File: src/rrts_pkg.sv
// ----------------------------------------------------------------------------
// rrts_pkg
// Shared types and constants of the round-robin task scheduler core.
// ----------------------------------------------------------------------------
package rrts_pkg;

    localparam int MAX_TASK_SLOTS = 16;
    localparam int SLOT_W = (MAX_TASK_SLOTS > 1) ? $clog2(MAX_TASK_SLOTS) : 1;
    localparam int CNT_W  = $clog2(MAX_TASK_SLOTS + 1);

    typedef enum logic [2:0] {
        MODE_CREATE = 3'd0,
        MODE_START  = 3'd1,
        MODE_PICK   = 3'd2,
        MODE_SLEEP  = 3'd3,
        MODE_EXIT   = 3'd4,
        MODE_TICK   = 3'd5,
        MODE_QUERY  = 3'd6
    } mode_t;

    typedef enum logic [1:0] {
        ST_RUNNABLE = 2'd0,
        ST_SLEEPING = 2'd1,
        ST_DONE     = 2'd2,
        ST_NONE     = 2'd3
    } status_t;

    typedef struct packed {
        logic              wr_en;
        logic [SLOT_W-1:0] wr_addr;
        status_t           wr_status;
        logic              wr_wake_en;
        logic [31:0]       wr_wake;
        logic [SLOT_W-1:0] rd_addr;
    } mem_req_t;

    typedef struct packed {
        logic [3:0]  current_task;
        logic        has_current;
        logic [3:0]  created_id;
        logic        create_failed;
        logic [4:0]  task_total;
        logic [31:0] tick_count;
        logic [1:0]  queried_state;
        logic        switch_request;
    } res_word_t;

endpackage

File: src/rrts_evt_if.sv
// ----------------------------------------------------------------------------
// rrts_evt_if
// Event channel: one scheduler event word per handshake.
// ----------------------------------------------------------------------------
interface rrts_evt_if;
    logic        valid;
    logic        ready;
    logic [2:0]  mode;
    logic [31:0] sleep_ticks;
    logic [3:0]  query_index;

    modport source (output valid, output mode, output sleep_ticks, output query_index,
                    input ready);
    modport sink   (input valid, input mode, input sleep_ticks, input query_index,
                    output ready);
endinterface

File: src/rrts_res_if.sv
// ----------------------------------------------------------------------------
// rrts_res_if
// Result channel: one scheduler status word per handshake.
// ----------------------------------------------------------------------------
interface rrts_res_if;
    logic        valid;
    logic        ready;
    logic [3:0]  current_task;
    logic        has_current;
    logic [3:0]  created_id;
    logic        create_failed;
    logic [4:0]  task_total;
    logic [31:0] tick_count;
    logic [1:0]  queried_state;
    logic        switch_request;

    modport source (output valid, output current_task, output has_current,
                    output created_id, output create_failed, output task_total,
                    output tick_count, output queried_state, output switch_request,
                    input ready);
    modport sink   (input valid, input current_task, input has_current,
                    input created_id, input create_failed, input task_total,
                    input tick_count, input queried_state, input switch_request,
                    output ready);
endinterface

File: src/rrts_table.sv
// ----------------------------------------------------------------------------
// rrts_table
// Task table: status and wake time per slot, one write and one registered read.
// ----------------------------------------------------------------------------
module rrts_table
(
    input  logic                clk,
    input  rrts_pkg::mem_req_t  req,
    output rrts_pkg::status_t   rd_status,
    output logic [31:0]         rd_wake
);

    rrts_pkg::status_t status_mem [rrts_pkg::MAX_TASK_SLOTS];
    logic [31:0]       wake_mem   [rrts_pkg::MAX_TASK_SLOTS];

    always_ff @(posedge clk)
    begin
        if (req.wr_en)
        begin
            status_mem[req.wr_addr] <= req.wr_status;
        end
        if (req.wr_wake_en)
        begin
            wake_mem[req.wr_addr] <= req.wr_wake;
        end
        rd_status <= status_mem[req.rd_addr];
        rd_wake   <= wake_mem[req.rd_addr];
    end

endmodule

File: src/rrts_ctrl.sv
// ----------------------------------------------------------------------------
// rrts_ctrl
// Event sequencer: scheduler state, slot walk for tick and pick, result build.
// ----------------------------------------------------------------------------
module rrts_ctrl
(
    input  logic                  clk,
    input  logic                  rst_n,
    rrts_evt_if.sink              evt,
    output rrts_pkg::mem_req_t    req,
    input  rrts_pkg::status_t     rd_status,
    input  logic [31:0]           rd_wake,
    output rrts_pkg::res_word_t   res_word,
    output logic                  res_load,
    input  logic                  res_free
);

    localparam int SW = rrts_pkg::SLOT_W;
    localparam int CW = rrts_pkg::CNT_W;

    typedef enum logic [1:0] {
        S_IDLE,
        S_SCAN,
        S_QUERY,
        S_DONE
    } state_t;

    state_t              state_reg,   state_next;
    rrts_pkg::mode_t     mode_reg,    mode_next;
    logic [CW-1:0]       count_reg,   count_next;
    logic [31:0]         tick_reg,    tick_next;
    logic [SW-1:0]       cur_reg,     cur_next;
    logic                cur_v_reg,   cur_v_next;
    logic [SW-1:0]       base_reg,    base_next;
    logic [SW-1:0]       iss_ptr_reg, iss_ptr_next;
    logic [CW-1:0]       iss_cnt_reg, iss_cnt_next;
    logic                chk_v_reg,   chk_v_next;
    logic [SW-1:0]       chk_ptr_reg, chk_ptr_next;
    logic                chk_last_reg, chk_last_next;
    logic [3:0]          cid_reg,     cid_next;
    logic                fail_reg,    fail_next;
    logic [1:0]          qst_reg,     qst_next;
    logic                sw_reg,      sw_next;

    logic [CW+3:0]       q_ext;
    logic [CW+3:0]       n_ext;
    logic                accept;

    function automatic logic [SW-1:0] wrap_next(input logic [SW-1:0] p,
                                                input logic [CW-1:0] n);
        logic [CW-1:0] q;
        q = CW'(p) + 1'b1;
        return (q == n) ? '0 : q[SW-1:0];
    endfunction

    assign evt.ready = (state_reg == S_IDLE);
    assign accept    = evt.valid && evt.ready;
    assign q_ext     = {{CW{1'b0}}, evt.query_index};
    assign n_ext     = {4'd0, count_reg};
    assign res_load  = (state_reg == S_DONE) && res_free;

    always_comb
    begin
        res_word.current_task   = 4'(cur_reg);
        res_word.has_current    = cur_v_reg;
        res_word.created_id     = cid_reg;
        res_word.create_failed  = fail_reg;
        res_word.task_total     = 5'(count_reg);
        res_word.tick_count     = tick_reg;
        res_word.queried_state  = qst_reg;
        res_word.switch_request = sw_reg;
    end

    always_comb
    begin
        state_next    = state_reg;
        mode_next     = mode_reg;
        count_next    = count_reg;
        tick_next     = tick_reg;
        cur_next      = cur_reg;
        cur_v_next    = cur_v_reg;
        base_next     = base_reg;
        iss_ptr_next  = iss_ptr_reg;
        iss_cnt_next  = iss_cnt_reg;
        chk_v_next    = 1'b0;
        chk_ptr_next  = chk_ptr_reg;
        chk_last_next = chk_last_reg;
        cid_next      = cid_reg;
        fail_next     = fail_reg;
        qst_next      = qst_reg;
        sw_next       = sw_reg;

        req.wr_en      = 1'b0;
        req.wr_addr    = cur_reg;
        req.wr_status  = rrts_pkg::ST_RUNNABLE;
        req.wr_wake_en = 1'b0;
        req.wr_wake    = '0;
        req.rd_addr    = iss_ptr_reg;

        case (state_reg)
            S_IDLE:
            begin
                if (accept)
                begin
                    mode_next  = rrts_pkg::mode_t'(evt.mode);
                    cid_next   = '0;
                    fail_next  = 1'b0;
                    qst_next   = '0;
                    sw_next    = 1'b0;
                    state_next = S_DONE;
                    case (rrts_pkg::mode_t'(evt.mode))
                        rrts_pkg::MODE_CREATE:
                        begin
                            if (count_reg >= CW'(rrts_pkg::MAX_TASK_SLOTS))
                            begin
                                fail_next = 1'b1;
                            end
                            else
                            begin
                                req.wr_en      = 1'b1;
                                req.wr_addr    = count_reg[SW-1:0];
                                req.wr_status  = rrts_pkg::ST_RUNNABLE;
                                req.wr_wake_en = 1'b1;
                                req.wr_wake    = '0;
                                cid_next       = 4'(count_reg);
                                count_next     = count_reg + 1'b1;
                            end
                        end
                        rrts_pkg::MODE_START:
                        begin
                            cur_next   = '0;
                            cur_v_next = (count_reg != '0);
                        end
                        rrts_pkg::MODE_PICK:
                        begin
                            if (count_reg == '0)
                            begin
                                cur_next   = '0;
                                cur_v_next = 1'b0;
                            end
                            else
                            begin
                                if (cur_v_reg && (CW'(cur_reg) < count_reg))
                                begin
                                    base_next    = cur_reg;
                                    iss_ptr_next = wrap_next(cur_reg, count_reg);
                                end
                                else
                                begin
                                    base_next    = '0;
                                    iss_ptr_next = wrap_next('0, count_reg);
                                end
                                iss_cnt_next = '0;
                                state_next   = S_SCAN;
                            end
                        end
                        rrts_pkg::MODE_SLEEP:
                        begin
                            if (cur_v_reg)
                            begin
                                sw_next = 1'b1;
                                if (evt.sleep_ticks != '0)
                                begin
                                    req.wr_en      = 1'b1;
                                    req.wr_addr    = cur_reg;
                                    req.wr_status  = rrts_pkg::ST_SLEEPING;
                                    req.wr_wake_en = 1'b1;
                                    req.wr_wake    = tick_reg + evt.sleep_ticks;
                                end
                            end
                        end
                        rrts_pkg::MODE_EXIT:
                        begin
                            if (cur_v_reg)
                            begin
                                sw_next       = 1'b1;
                                req.wr_en     = 1'b1;
                                req.wr_addr   = cur_reg;
                                req.wr_status = rrts_pkg::ST_DONE;
                            end
                        end
                        rrts_pkg::MODE_TICK:
                        begin
                            tick_next = tick_reg + 1'b1;
                            if (count_reg != '0)
                            begin
                                iss_ptr_next = '0;
                                iss_cnt_next = '0;
                                state_next   = S_SCAN;
                            end
                        end
                        rrts_pkg::MODE_QUERY:
                        begin
                            if (q_ext < n_ext)
                            begin
                                req.rd_addr = q_ext[SW-1:0];
                                state_next  = S_QUERY;
                            end
                            else
                            begin
                                qst_next = rrts_pkg::ST_NONE;
                            end
                        end
                        default:
                        begin
                        end
                    endcase
                end
            end
            S_SCAN:
            begin
                // issue one slot read per cycle, check the slot read last cycle
                if (iss_cnt_reg < count_reg)
                begin
                    req.rd_addr   = iss_ptr_reg;
                    chk_v_next    = 1'b1;
                    chk_ptr_next  = iss_ptr_reg;
                    chk_last_next = (CW'(iss_cnt_reg + 1'b1) == count_reg);
                    iss_cnt_next  = iss_cnt_reg + 1'b1;
                    iss_ptr_next  = wrap_next(iss_ptr_reg, count_reg);
                end
                if (chk_v_reg)
                begin
                    if (mode_reg == rrts_pkg::MODE_PICK)
                    begin
                        if (rd_status == rrts_pkg::ST_RUNNABLE)
                        begin
                            cur_next   = chk_ptr_reg;
                            cur_v_next = 1'b1;
                            chk_v_next = 1'b0;
                            state_next = S_DONE;
                        end
                        else if (chk_last_reg)
                        begin
                            cur_next   = base_reg;
                            cur_v_next = 1'b1;
                            chk_v_next = 1'b0;
                            state_next = S_DONE;
                        end
                    end
                    else
                    begin
                        if ((rd_status == rrts_pkg::ST_SLEEPING) && (tick_reg >= rd_wake))
                        begin
                            req.wr_en     = 1'b1;
                            req.wr_addr   = chk_ptr_reg;
                            req.wr_status = rrts_pkg::ST_RUNNABLE;
                        end
                        if (chk_last_reg)
                        begin
                            chk_v_next = 1'b0;
                            state_next = S_DONE;
                        end
                    end
                end
            end
            S_QUERY:
            begin
                qst_next   = rd_status;
                state_next = S_DONE;
            end
            S_DONE:
            begin
                if (res_free)
                begin
                    state_next = S_IDLE;
                end
            end
            default:
            begin
                state_next = S_IDLE;
            end
        endcase
    end

    always_ff @(posedge clk or negedge rst_n)
    begin
        if (!rst_n)
        begin
            state_reg    <= S_IDLE;
            mode_reg     <= rrts_pkg::MODE_CREATE;
            count_reg    <= '0;
            tick_reg     <= '0;
            cur_reg      <= '0;
            cur_v_reg    <= 1'b0;
            base_reg     <= '0;
            iss_ptr_reg  <= '0;
            iss_cnt_reg  <= '0;
            chk_v_reg    <= 1'b0;
            chk_ptr_reg  <= '0;
            chk_last_reg <= 1'b0;
            cid_reg      <= '0;
            fail_reg     <= 1'b0;
            qst_reg      <= '0;
            sw_reg       <= 1'b0;
        end
        else
        begin
            state_reg    <= state_next;
            mode_reg     <= mode_next;
            count_reg    <= count_next;
            tick_reg     <= tick_next;
            cur_reg      <= cur_next;
            cur_v_reg    <= cur_v_next;
            base_reg     <= base_next;
            iss_ptr_reg  <= iss_ptr_next;
            iss_cnt_reg  <= iss_cnt_next;
            chk_v_reg    <= chk_v_next;
            chk_ptr_reg  <= chk_ptr_next;
            chk_last_reg <= chk_last_next;
            cid_reg      <= cid_next;
            fail_reg     <= fail_next;
            qst_reg      <= qst_next;
            sw_reg       <= sw_next;
        end
    end

endmodule

File: src/round_robin_task_scheduler_core.sv
// Create, start, sleep, exit and unused modes pass from acceptance through the done
// state to the result register; query also passes a table read state, and tick and pick
// walk the task table one slot per cycle (tick over all n tasks created, pick up to n).
// The next event is taken once the previous word is loaded into the result register,
// so the block takes no new event while one is in work; a stalled word holds it longer.
// Reset clears the task count, tick counter and selection; the table is not cleared.
// ----------------------------------------------------------------------------
// round_robin_task_scheduler_core
// Round-robin task scheduler with sleep timers: sequencer, task table, result register.
// ----------------------------------------------------------------------------
module round_robin_task_scheduler_core
(
    input  logic        clk,
    input  logic        rst_n,
    rrts_evt_if.sink    evt,
    rrts_res_if.source  res
);

    rrts_pkg::mem_req_t  req;
    rrts_pkg::status_t   rd_status;
    logic [31:0]         rd_wake;
    rrts_pkg::res_word_t res_word;
    logic                res_load;
    logic                res_free;

    logic                res_valid_reg;
    rrts_pkg::res_word_t res_word_reg;

    rrts_ctrl u_ctrl
    (
        .clk       (clk),
        .rst_n     (rst_n),
        .evt       (evt),
        .req       (req),
        .rd_status (rd_status),
        .rd_wake   (rd_wake),
        .res_word  (res_word),
        .res_load  (res_load),
        .res_free  (res_free)
    );

    rrts_table u_table
    (
        .clk       (clk),
        .req       (req),
        .rd_status (rd_status),
        .rd_wake   (rd_wake)
    );

    assign res_free = !res_valid_reg || res.ready;

    always_ff @(posedge clk or negedge rst_n)
    begin
        if (!rst_n)
        begin
            res_valid_reg <= 1'b0;
        end
        else if (res_load)
        begin
            res_valid_reg <= 1'b1;
        end
        else if (res.ready)
        begin
            res_valid_reg <= 1'b0;
        end
    end

    always_ff @(posedge clk)
    begin
        if (res_load)
        begin
            res_word_reg <= res_word;
        end
    end

    assign res.valid          = res_valid_reg;
    assign res.current_task   = res_word_reg.current_task;
    assign res.has_current    = res_word_reg.has_current;
    assign res.created_id     = res_word_reg.created_id;
    assign res.create_failed  = res_word_reg.create_failed;
    assign res.task_total     = res_word_reg.task_total;
    assign res.tick_count     = res_word_reg.tick_count;
    assign res.queried_state  = res_word_reg.queried_state;
    assign res.switch_request = res_word_reg.switch_request;

endmodule

File: src/flat_wrapper.sv
// flat-port wrapper written by rule: the top's interface ports become plain ports
module round_robin_task_scheduler_core_flat 
  (clk, rst_n, evt_valid, evt_mode, evt_sleep_ticks, evt_query_index, evt_ready, res_valid, res_current_task, res_has_current, res_created_id, res_create_failed, res_task_total, res_tick_count, res_queried_state, res_switch_request, res_ready);
  rrts_evt_if evt_i ();
  rrts_res_if res_i ();
  input  logic clk;
  input  logic rst_n;
  input wire logic [$bits(evt_i.valid)-1:0] evt_valid;
  input wire logic [$bits(evt_i.mode)-1:0] evt_mode;
  input wire logic [$bits(evt_i.sleep_ticks)-1:0] evt_sleep_ticks;
  input wire logic [$bits(evt_i.query_index)-1:0] evt_query_index;
  output wire logic [$bits(evt_i.ready)-1:0] evt_ready;
  output wire logic [$bits(res_i.valid)-1:0] res_valid;
  output wire logic [$bits(res_i.current_task)-1:0] res_current_task;
  output wire logic [$bits(res_i.has_current)-1:0] res_has_current;
  output wire logic [$bits(res_i.created_id)-1:0] res_created_id;
  output wire logic [$bits(res_i.create_failed)-1:0] res_create_failed;
  output wire logic [$bits(res_i.task_total)-1:0] res_task_total;
  output wire logic [$bits(res_i.tick_count)-1:0] res_tick_count;
  output wire logic [$bits(res_i.queried_state)-1:0] res_queried_state;
  output wire logic [$bits(res_i.switch_request)-1:0] res_switch_request;
  input wire logic [$bits(res_i.ready)-1:0] res_ready;
  assign evt_i.valid = evt_valid;
  assign evt_i.mode = evt_mode;
  assign evt_i.sleep_ticks = evt_sleep_ticks;
  assign evt_i.query_index = evt_query_index;
  assign evt_ready = evt_i.ready;
  assign res_valid = res_i.valid;
  assign res_current_task = res_i.current_task;
  assign res_has_current = res_i.has_current;
  assign res_created_id = res_i.created_id;
  assign res_create_failed = res_i.create_failed;
  assign res_task_total = res_i.task_total;
  assign res_tick_count = res_i.tick_count;
  assign res_queried_state = res_i.queried_state;
  assign res_switch_request = res_i.switch_request;
  assign res_i.ready = res_ready;
  round_robin_task_scheduler_core u_core (.clk(clk), .rst_n(rst_n), .evt(evt_i), .res(res_i));
endmodule
File: config.mk
export PLATFORM = sky130hd
export DESIGN_NAME = round_robin_task_scheduler_core_flat
export DESIGN_NICKNAME = d
export VERILOG_FILES = /design/src/rrts_pkg.sv /design/src/rrts_evt_if.sv /design/src/rrts_res_if.sv /design/src/rrts_table.sv /design/src/rrts_ctrl.sv /design/src/round_robin_task_scheduler_core.sv /design/src/flat_wrapper.sv
export SDC_FILE = /design/constraint.sdc
export NUM_CORES = 1
export LEC_CHECK = 0
export CORE_ASPECT_RATIO = 0.6
export CORE_MARGIN = 1
export CORE_UTILIZATION = 41
export CTS_CLUSTER_DIAMETER = 200
export DETAILED_ROUTE_END_ITERATION = 12
export DONT_BUFFER_PORTS = 1
export PLACE_DENSITY = 0.66
export SYNTH_ARGS = -nofsm -noshare
export SYNTH_HDL_FRONTEND = slang
export SYNTH_SLANG_ARGS = --single-unit
File: constraint.sdc
create_clock -name clk -period 9.9 [get_ports clk]
set_input_delay 2.97 -clock clk [delete_from_list [all_inputs] [get_ports clk]]
set_output_delay 2.97 -clock clk [all_outputs]
set_load 0.005 [all_outputs]
# Yosys cells after proc, flatten, opt, wreduce, memory -nomap -nowiden

Memory sizes are Yosys's and may differ from the RTL's. A register that Yosys moved wholly into a read port is not among the register bits.
Index checks and enable logic that the tools add are counted.

Memory bits (writable): 544
Bits in registers: 125
Memories kept: 2
Input port bits: 43
Word-level logic and storage cells: 172

Memories:

| name                      | depth | bits a word | read ports | clocked after Yosys merged registers in | wr ports | RTL line         | source |
|---|---|---|---|---|---|---|---|
| u_core.u_table.wake_mem   | 16    | 32          | 1          | 1                                       | 1        | rrts_table.sv:14 | `logic [31:0] wake_mem [rrts_pkg::MAX_TASK_SLOTS];` |
| u_core.u_table.status_mem | 16    | 2           | 1          | 1                                       | 1        | rrts_table.sv:13 | `rrts_pkg::status_t status_mem [rrts_pkg::MAX_TASK_SLOTS];` |

Mux-type cells: 81
Bitwise operators: 2
Reduce and logical (&&, ||, !) cells: 25
Eq/ne operators: 26
Order comparisons: 5
Add/subtract/negate cells: 6

Operator list:

| kind                    | number |
|---|---|
| $mux W40                | 3 |
| $mux W4                 | 19 |
| $pmux W33 S2            | 1 |
| $mux W44                | 1 |
| $mux W33                | 1 |
| $add A32 B1 Y32 const B | 1 |
| $add A32 B32 Y32        | 1 |
| $ge A32 B32 Y1          | 1 |
| $pmux W4 S2             | 4 |
| $reduce_bool A32 Y1     | 1 |
| $mux W7                 | 4 |
| $mux W1                 | 24 |
| $mux W2                 | 11 |
| $pmux W7 S3             | 1 |
| $mux W5                 | 4 |
| $pmux W5 S2             | 2 |
| $eq A5 B5 Y1            | 3 |
| $pmux W7 S2             | 1 |
| $ne A3 B3 Y1 const B    | 4 |
| $add A4 B1 Y5 const B   | 2 |
| $add A5 B1 Y5 const B   | 2 |
| $lt A4 B5 Y1            | 2 |
| $eq A3 B2 Y1 const B    | 3 |
| $eq A3 B3 Y1 const B    | 3 |
| other kinds (28)        | 46 |

# Logic depth before layout (Yosys ltp)

Gate-level depths: netlist of the first run.

Depth after elaboration: 8
Mapped depth: 15
Depth with buffers taken out: 11

# Cells and area by module

From an unflattened synthesis of the first run, not the netlist that was laid out.

Cell total of the unflattened synthesis: 1786
Area, all modules: 29698.5 sq um

By module, submodules not included:

| module                          | cells an instance | area each (sq um) | times used |
|---|---|---|---|
| rrts_table                      | 913               | 21176.6           | 1 |
| rrts_ctrl                       | 820               | 6972.9            | 1 |
| round_robin_task_scheduler_core | 53                | 1549.0            | 1 |

# Least setup slack after synthesis of the first run

Ideal clock, no wire load.

Kind: in2reg
Start point: in evt_valid
End point: mem u_core.u_table.wake_mem[4][0] (enable)
Path slack: 3.228 ns
Data required time: 9.479 ns
Library setup time: 0.421 ns
Stages on the path: 9
Path buffers: 1
Arrival: 6.251 ns
Path through: nand2_1 or3_1 nor3_2 mux2_2 a22oi_1 nand2_1 or2_2 clkbuf_1 nor2_1

Cells in the longest elaborated chain, start to end: 5
Elaborated cells between the ends (all ways): 6

Ends and longest elaborated chain:

| item                          | RTL line          | source |
|---|---|---|
| from (decl)                   | flat_wrapper.sv:8 | `input wire logic [$bits(evt_i.valid)-1:0] evt_valid;` |
| $logic_and A1 B1 Y1 (*)       | rrts_ctrl.sv:57   | `assign accept = evt.valid && evt.ready;` |
| $mux W44 (*)                  | rrts_ctrl.sv:103  | `if (accept)` |
| $mux W33                      | rrts_ctrl.sv:100  | `case (state_reg)` |
| $mux W1                       | rrts_table.sv:22  | `if (req.wr_wake_en)` |
| $mux W1 (not written as such) | rrts_table.sv:24  | `wake_mem[req.wr_addr] <= req.wr_wake;` |
| to (decl)                     | rrts_table.sv:14  |  |

Every way passes the cells marked *; elsewhere a longest branch is shown, timed or not.

# Final worst setup path of the first run

Start point: in evt_valid
End point: mem u_core.u_table.wake_mem[12][18] (enable)

Same word-level chain as after synthesis.

==> results of run 1 <==
-- final cells by class --
| class | count | area share |
|---|---|---|
| Antenna cell | 1 | 0.0000749 |
| Multi-Input combinational cell | 1255 | 0.278 |
| Sequential cell | 703 | 0.611 |
| Tap cell | 975 | 0.0365 |
| Timing Repair Buffer | 42 | 0.0102 |
| Inverter | 56 | 0.00629 |
| Clock inverter | 42 | 0.0122 |
| Clock buffer | 67 | 0.0464 |
-- metal layers --
| metal | GRT usage | up-vias | wire [um] |
|---|---|---|---|
| li1 | - | 7992 | - |
| met1 | 0.331 | 8975 | 37300 |
| met2 | 0.292 | 696 | 32400 |
| met3 | 0.0641 | 78 | 8110 |
| met4 | 0.0336 | 2 | 968 |
| met5 | 0 | - | 171 |
-- how the worst max path moves through the flow --
stage | from | to | slack [ns] | cells past startpoint
after floorplan | evt_valid | u_core.u_table.wake_mem[4][0]$_DFFE_PP_ | 3.23 | 9
after global placement | evt_valid | u_core.u_table.wake_mem[1][20]$_DFFE_PP_ | 2.58 | 8
after CTS | evt_valid | u_core.u_table.wake_mem[12][21]$_DFFE_PP_ | 3.11 | 8
after global routing | evt_valid | u_core.u_table.wake_mem[0][19]$_DFFE_PP_ | 2.73 | 8
after detailed placement | evt_valid | u_core.u_table.wake_mem[12][21]$_DFFE_PP_ | 2.46 | 8
final | evt_valid | u_core.u_table.wake_mem[12][18]$_DFFE_PP_ | 3.04 | 8
-- power by group through the flow --
| stage | logic [mW] | registers, mW | clock network (mW) |
|---|---|---|---|
| 2_1_floorplan | 1.05 | 3.56 | 0 |
| 3_3_place_gp | 1.40 | 3.66 | 0 |
| 3_5_place_dp | 1.43 | 3.67 | 0 |
| 4_1_cts | 1.44 | 3.61 | 2.42 |
| 5_1_grt | 1.57 | 3.62 | 2.53 |
| 6_report | 1.45 | 3.61 | 2.39 |
-- kinds of logic (layout without fill, tap and decap cells) --
logic type	count (synthesis)	in the layout	synth area share
flip-flops	703	703	0.678
AND/OR/NAND/NOR	469	469	0.0704
AO/OA/AOI/OAI	337	337	0.0734
multiplexers	291	291	0.0988
buffers and inverters	137	207	0.0225
adder cells (fa/ha/maj)	87	87	0.0364
XOR/XNOR	71	71	0.0207
other	0	1	0
-- cells in the final DEF (no fill, tap or decap), types with 22 or more instances in the layout --
cell | Yosys | routed
o21ai_0 | 58 | 58
mux2_2 | 49 | 49
dfrtp_1 | 75 | 75
a211oi_1 | 48 | 48
nand2_1 | 137 | 137
dfxtp_1 | 34 | 34
nor2_1 | 179 | 162
inv_1 | 56 | 56
a21oi_1 | 45 | 44
clkbuf_16 | 0 | 61
xnor2_1 | 45 | 45
o22ai_1 | 105 | 105
ha_1 | 86 | 86
buf_4 | 17 | 40
mux2i_1 | 242 | 241
nand3_1 | 39 | 39
a21o_1 | 22 | 22
xor2_1 | 26 | 26
edfxtp_1 | 594 | 594
-- metrics by stage --
step	instances	hold WS [ns]	util
floorplan	2095	0.423	-
global route	3140	0.472	0.463
global placement	3031	0.435	0.436
finish	3141	0.460	0.463
detailed placement	3031	0.443	0.436
CTS	3140	0.460	0.463
==> metrics.txt, run 1 <==
outcome complete, no violations; CTS resizes 0; post-DP HPWL 52,100 um; CTS max path bufs 3; antenna violations before repair 2; Clk network pwr share 0.321; Ys Warns 0; sw power roughly 2.2 mW; critical path class primary input to flip-flop; DRT Wirelength 78,900 um; reg2reg setup slack 4.06 ns; gr usage total 0.213; CP startpoint kind primary input; Cell Area, Synth around 30,000 um2; Max Clk Rate around 150 MHz; post-route setup TNS 0 ns; normalized max-slew margin 0.0662; element type at the critical path end flip-flop; Final setup viols 0; area of the multi-input gates 9280 um2; DR vias/cell 5.65; max-cap violations 0; synth top area cells edfxtp_1 59%, mux2i_1 8.1%, dfrtp_1 6.2%; WHS Endpoint u_core.res.create_failed$_DFFE_PP_; post-synth top area cell edfxtp_1; clk sinks roughly 700; min-delay worst type flip-flop to flip-flop; hold_sp u_core.u_ctrl.fail_reg$_DFFE_PN0P_; register area between 20,000 and 25,000 um2; Post-synth ARST share 0.107; layout cells sized above 1 0.103; CP Cell Sequence nand2_1, or3_1, nor3_2, mux2_2, a22oi_1, nand2_1, or2_2, nor2_4; Worst-path clk slew about 0.070 ns; synth cell count leaders 594 x edfxtp_1, 242 x mux2i_1, 179 x nor2_1, 137 x nand2_1, 105 x o22ai_1; Top FF cell, synth edfxtp_1; drt pass-1 iters 5; Layout Nets approximately 2,200; Num CTS Buffers 59; largest net degree at the start of global routing between 100 and 150; via count 17,700; Pwr Total approximately 7.5 mW; FF-to-FF Start u_core.u_ctrl.state_reg[0]$_DFFE_PN0P_; Worst-Skew Late Latency 0.62 ns; CP max FO 32; Seq pwr share 0.485; Hold Vio Cnt, Final 0; Reg2Reg Capture Point u_core.u_table.wake_mem[12][18]$_DFFE_PP_; die area 74,500 um2; critical path's most frequent cell nand2_1; clock period minus worst slack roughly 6.9 ns; RSZ-0062 raised after global routing false; Critical-path top delay cell nor2_4; Synth Net Count 2,225; root buffer cell clkbuf_16; design internal power about 5.2 mW; EDFF count, synth between 500 and 600; PortBufs 0; DRT iter0 DRCs between 2,000 and 2,500; row count between 70 and 80; # DRC 0; Ports 95; PwrDens 223 nW/um2; Post-Syn Area per Cell between 10 and 15 um2; Seq cells post-synth about 700; Starting Density 0.417; gate count after technology mapping ~2,100; critical path's top delay family simple AND/OR/NAND/NOR gates; fin crit share 0.693; CTS hold repair buffers 0; H-tree depth 2; number of global-route vias before repair 17,100; Reg2Reg Depth 10; Fillers ~6,000; area share of the largest cell type after synthesis 0.593; combinational share of power 0.194; Setup Buffers After CTS 0; Net Sw Frac 0.297; placed inst area about 31,000 um2; slowest stage delay, CP approximately 1.1 ns; GP Congestion 0.928; Seq/Total Area, Yosys 0.678; Die Ht ~210 um; actual slew at the worst max-slew pin about 1.4 ns; WL/cell ~25 um; Largest register FFs around 510; CP Buf/Inv Count 0; Arrival @ worst endpoint around 7 ns; hold path depth 0; Design Area, Final around 33,000 um2; Pleak 13.5 nW; Slew Viols, Final 0; Critical Path RT a little over 10 ns; Worst Clk Skew around 0.017 ns; Post-DRT Antenna Nets 0; Setup WS post-layout 3.04 ns; Distinct cells, synth between 60 and 70; VDD IR-drop max between 0.0001 and 0.00015 V; first-pass GRT wire length 115,000 um; TritonCTS clock tree done; Overflow after GRT 0; DP Worst Slack between 2 and 2.5 ns; top-count cell post-synth edfxtp_1; total core area between 70,000 and 80,000 um2; largest register by flop count u_core.u_table.wake_mem; Die X approximately 350 um; Syn-to-layout area delta 11.0%
Power figures use the tool's default switching activity.
==> run 2, diff against run 1 <==
PLACE_DENSITY = 0.68   (was 0.66)
clock period = 5.6 ns   (was 9.9 ns; I/O delays follow)
==> run 2 against run 1 <==
Net effect: worst hold slack about the same; count of clock-buffer cells in the layout is 10 higher; final area grew 0.90%; utilization increased by 0.42 points; clock skew rose by 0.011 ns; combinational power increased by 79%; register-to-register slack worse by 3.1 ns; largest power group unchanged; power rose by 75%; sequential cell count did not move; non-clock buffer count up 34; global-route usage is 0.14 points higher.
==> metrics.txt, run 2 (synthesis results as in run 1) <==
Worst-Skew Late Latency 0.63 ns (about the same); largest net degree at the start of global routing 89 (-35%); actual slew at the worst max-slew pin 1.24 ns (-0.165 ns); post-DP HPWL 50,400 um (-3.4%); max-cap violations 0 (unchanged); H-tree depth 2 (unchanged); Crit. Startpoint evt_sleep_ticks[3]; Ports 95 (unchanged); DR vias/cell 5.79 (+2.5%); Post-DRT Antenna Nets 0 (unchanged); Layout Nets 2,279 (+1.4%); Pleak 13.5 nW (+0.16%); TritonCTS clock tree done; Syn-to-layout area delta 12.0%; first-pass GRT wire length 116,000 um (+0.99%); row count 76 (unchanged); die area 74,500 um2 (unchanged); Arrival @ worst endpoint 5.15 ns (-1.93 ns); Critical Path RT 5.87 ns (-4.25 ns); RSZ-0062 raised after global routing false; via count 18,400 (+3.5%); Largest register FFs 512 (unchanged); clk sinks 703 (unchanged); Slew Viols, Final 0 (unchanged); FF-to-FF Start u_core.u_ctrl.tick_reg[2]$_DFFE_PN0P_; Num CTS Buffers 57 (-3.4%); Hold WS 0.460 ns (+0.000448 ns); CP max FO 16 (-50%); layout cells sized above 1 0.113 (+0.00988); WL/cell 25.1 um (about the same); Antenna Cells 0 (-1); min-delay worst type flip-flop to flip-flop; Die Ht 212 um (unchanged); normalized max-slew margin 0.173 (+0.107); Max Clk Rate 205 MHz; outcome complete, no violations; number of global-route vias before repair 17,700 (+3.9%); CTS hold repair buffers 0 (unchanged); Hold Vio Cnt, Final 0 (unchanged); Die X 352 um (unchanged); PwrDens 387 nW/um2 (+73%); critical path class primary input to flip-flop; gr usage total 0.214 (+0.00140); Pwr Total 13.0 mW (+75%); root buffer cell clkbuf_16; most frequent cells in the layout 594 x edfxtp_1, 241 x mux2i_1, 163 x nor2_1, 137 x nand2_1, 105 x o22ai_1; PortBufs 0 (unchanged); # DRC 0 (unchanged); post-route setup TNS 0 ns (unchanged); element type at the critical path end flip-flop; largest register by flop count u_core.u_table.wake_mem; Overflow after GRT 0 (unchanged); fin crit share 0.872; Setup Buffers After CTS 0 (unchanged); clock period minus worst slack between 4 and 5 ns; commonest non-fill, non-tap cell in the layout edfxtp_1; Worst Clk Skew 0.0284 ns (+0.0110 ns); total core area 72,200 um2 (unchanged); Final setup viols 0 (unchanged); Core Util, Final 0.467 (+0.00416); GP Congestion 0.932 (+0.43%); hold_sp u_core.u_ctrl.qst_reg[1]$_DFFE_PN0P_; Worst-path clk slew 0.07 ns (about the same); DRT iter0 DRCs 2,004 (-2.9%); CTS resizes 0 (unchanged); DRT Wirelength 79,700 um (+1.0%); VDD IR-drop max 0.000341 V (+150%); antenna violations before repair 5 (+3); Starting Density 0.417 (unchanged); CP startpoint kind primary input; CTS max path bufs 3 (unchanged); drt pass-1 iters 5 (unchanged)
[run 2: per-layer routing]
layer  GRT usage  vias up  routed length, um
li1            -     8065                  -
met2       0.290      839              32200
met3      0.0594      113               8970
met4      0.0444        6               1460
met1       0.336     9341              37100
met5           0        -                 40
[run 2: power by group]
| group | total, mW | switching [mW] | leakage, nW | internal, mW |
|---|---|---|---|---|
| clock | 4.12 | 1.88 | 0.932 | 2.24 |
| sequential | 6.33 | 0.310 | 7.05 | 6.02 |
| combinational | 2.60 | 1.64 | 5.53 | 0.958 |
[run 2: final timing paths]
path,endpoint,slack (ns),depth (start not counted)
worst max-delay path,u_core.u_table.wake_mem[0][31]$_DFFE_PP_,0.72,10
worst min-delay path,u_core.res.queried_state[1]$_DFFE_PP_,0.46,0
worst max register to register,u_core.u_table.wake_mem[4][14]$_DFFE_PP_,0.97,11
worst min register to register,u_core.res.queried_state[1]$_DFFE_PP_,0.46,0
max in group asynchronous,u_core.u_ctrl.tick_reg[20]$_DFFE_PN0P_,4.68,0
min in group asynchronous,u_core.u_ctrl.tick_reg[5]$_DFFE_PN0P_,0.75,0
[run 2: layout make-up]
class | instances | area (um2)
fill | 6131 | 38500
sequential | 703 | 20400
multi-input combinational | 1255 | 9240
clock buffer | 77 | 1600
tap | 975 | 1220
timing repair buffer | 76 | 746
clock inverter | 30 | 287
inverter | 56 | 210
[run 2: critical path, stage by stage]
cell	delay (ns)
ha_1	0.35
and3_1	0.22
a211oi_1	0.12
o221ai_1	0.83
a21oi_1	0.23
o31ai_1	0.52
nand2_1	0.12
a31oi_1	0.20
xnor2_1	0.11
nor2_1	0.75
[run 2: per-stage QoR]
step	std cells	area, um2	setup WS [ns]
finish	3172	33700	0.718
global route	3172	33700	0.596
CTS	3172	33700	0.922
detailed placement	3065	31800	0.294
global placement	3065	31800	0.386
floorplan	2095	30100	0.218
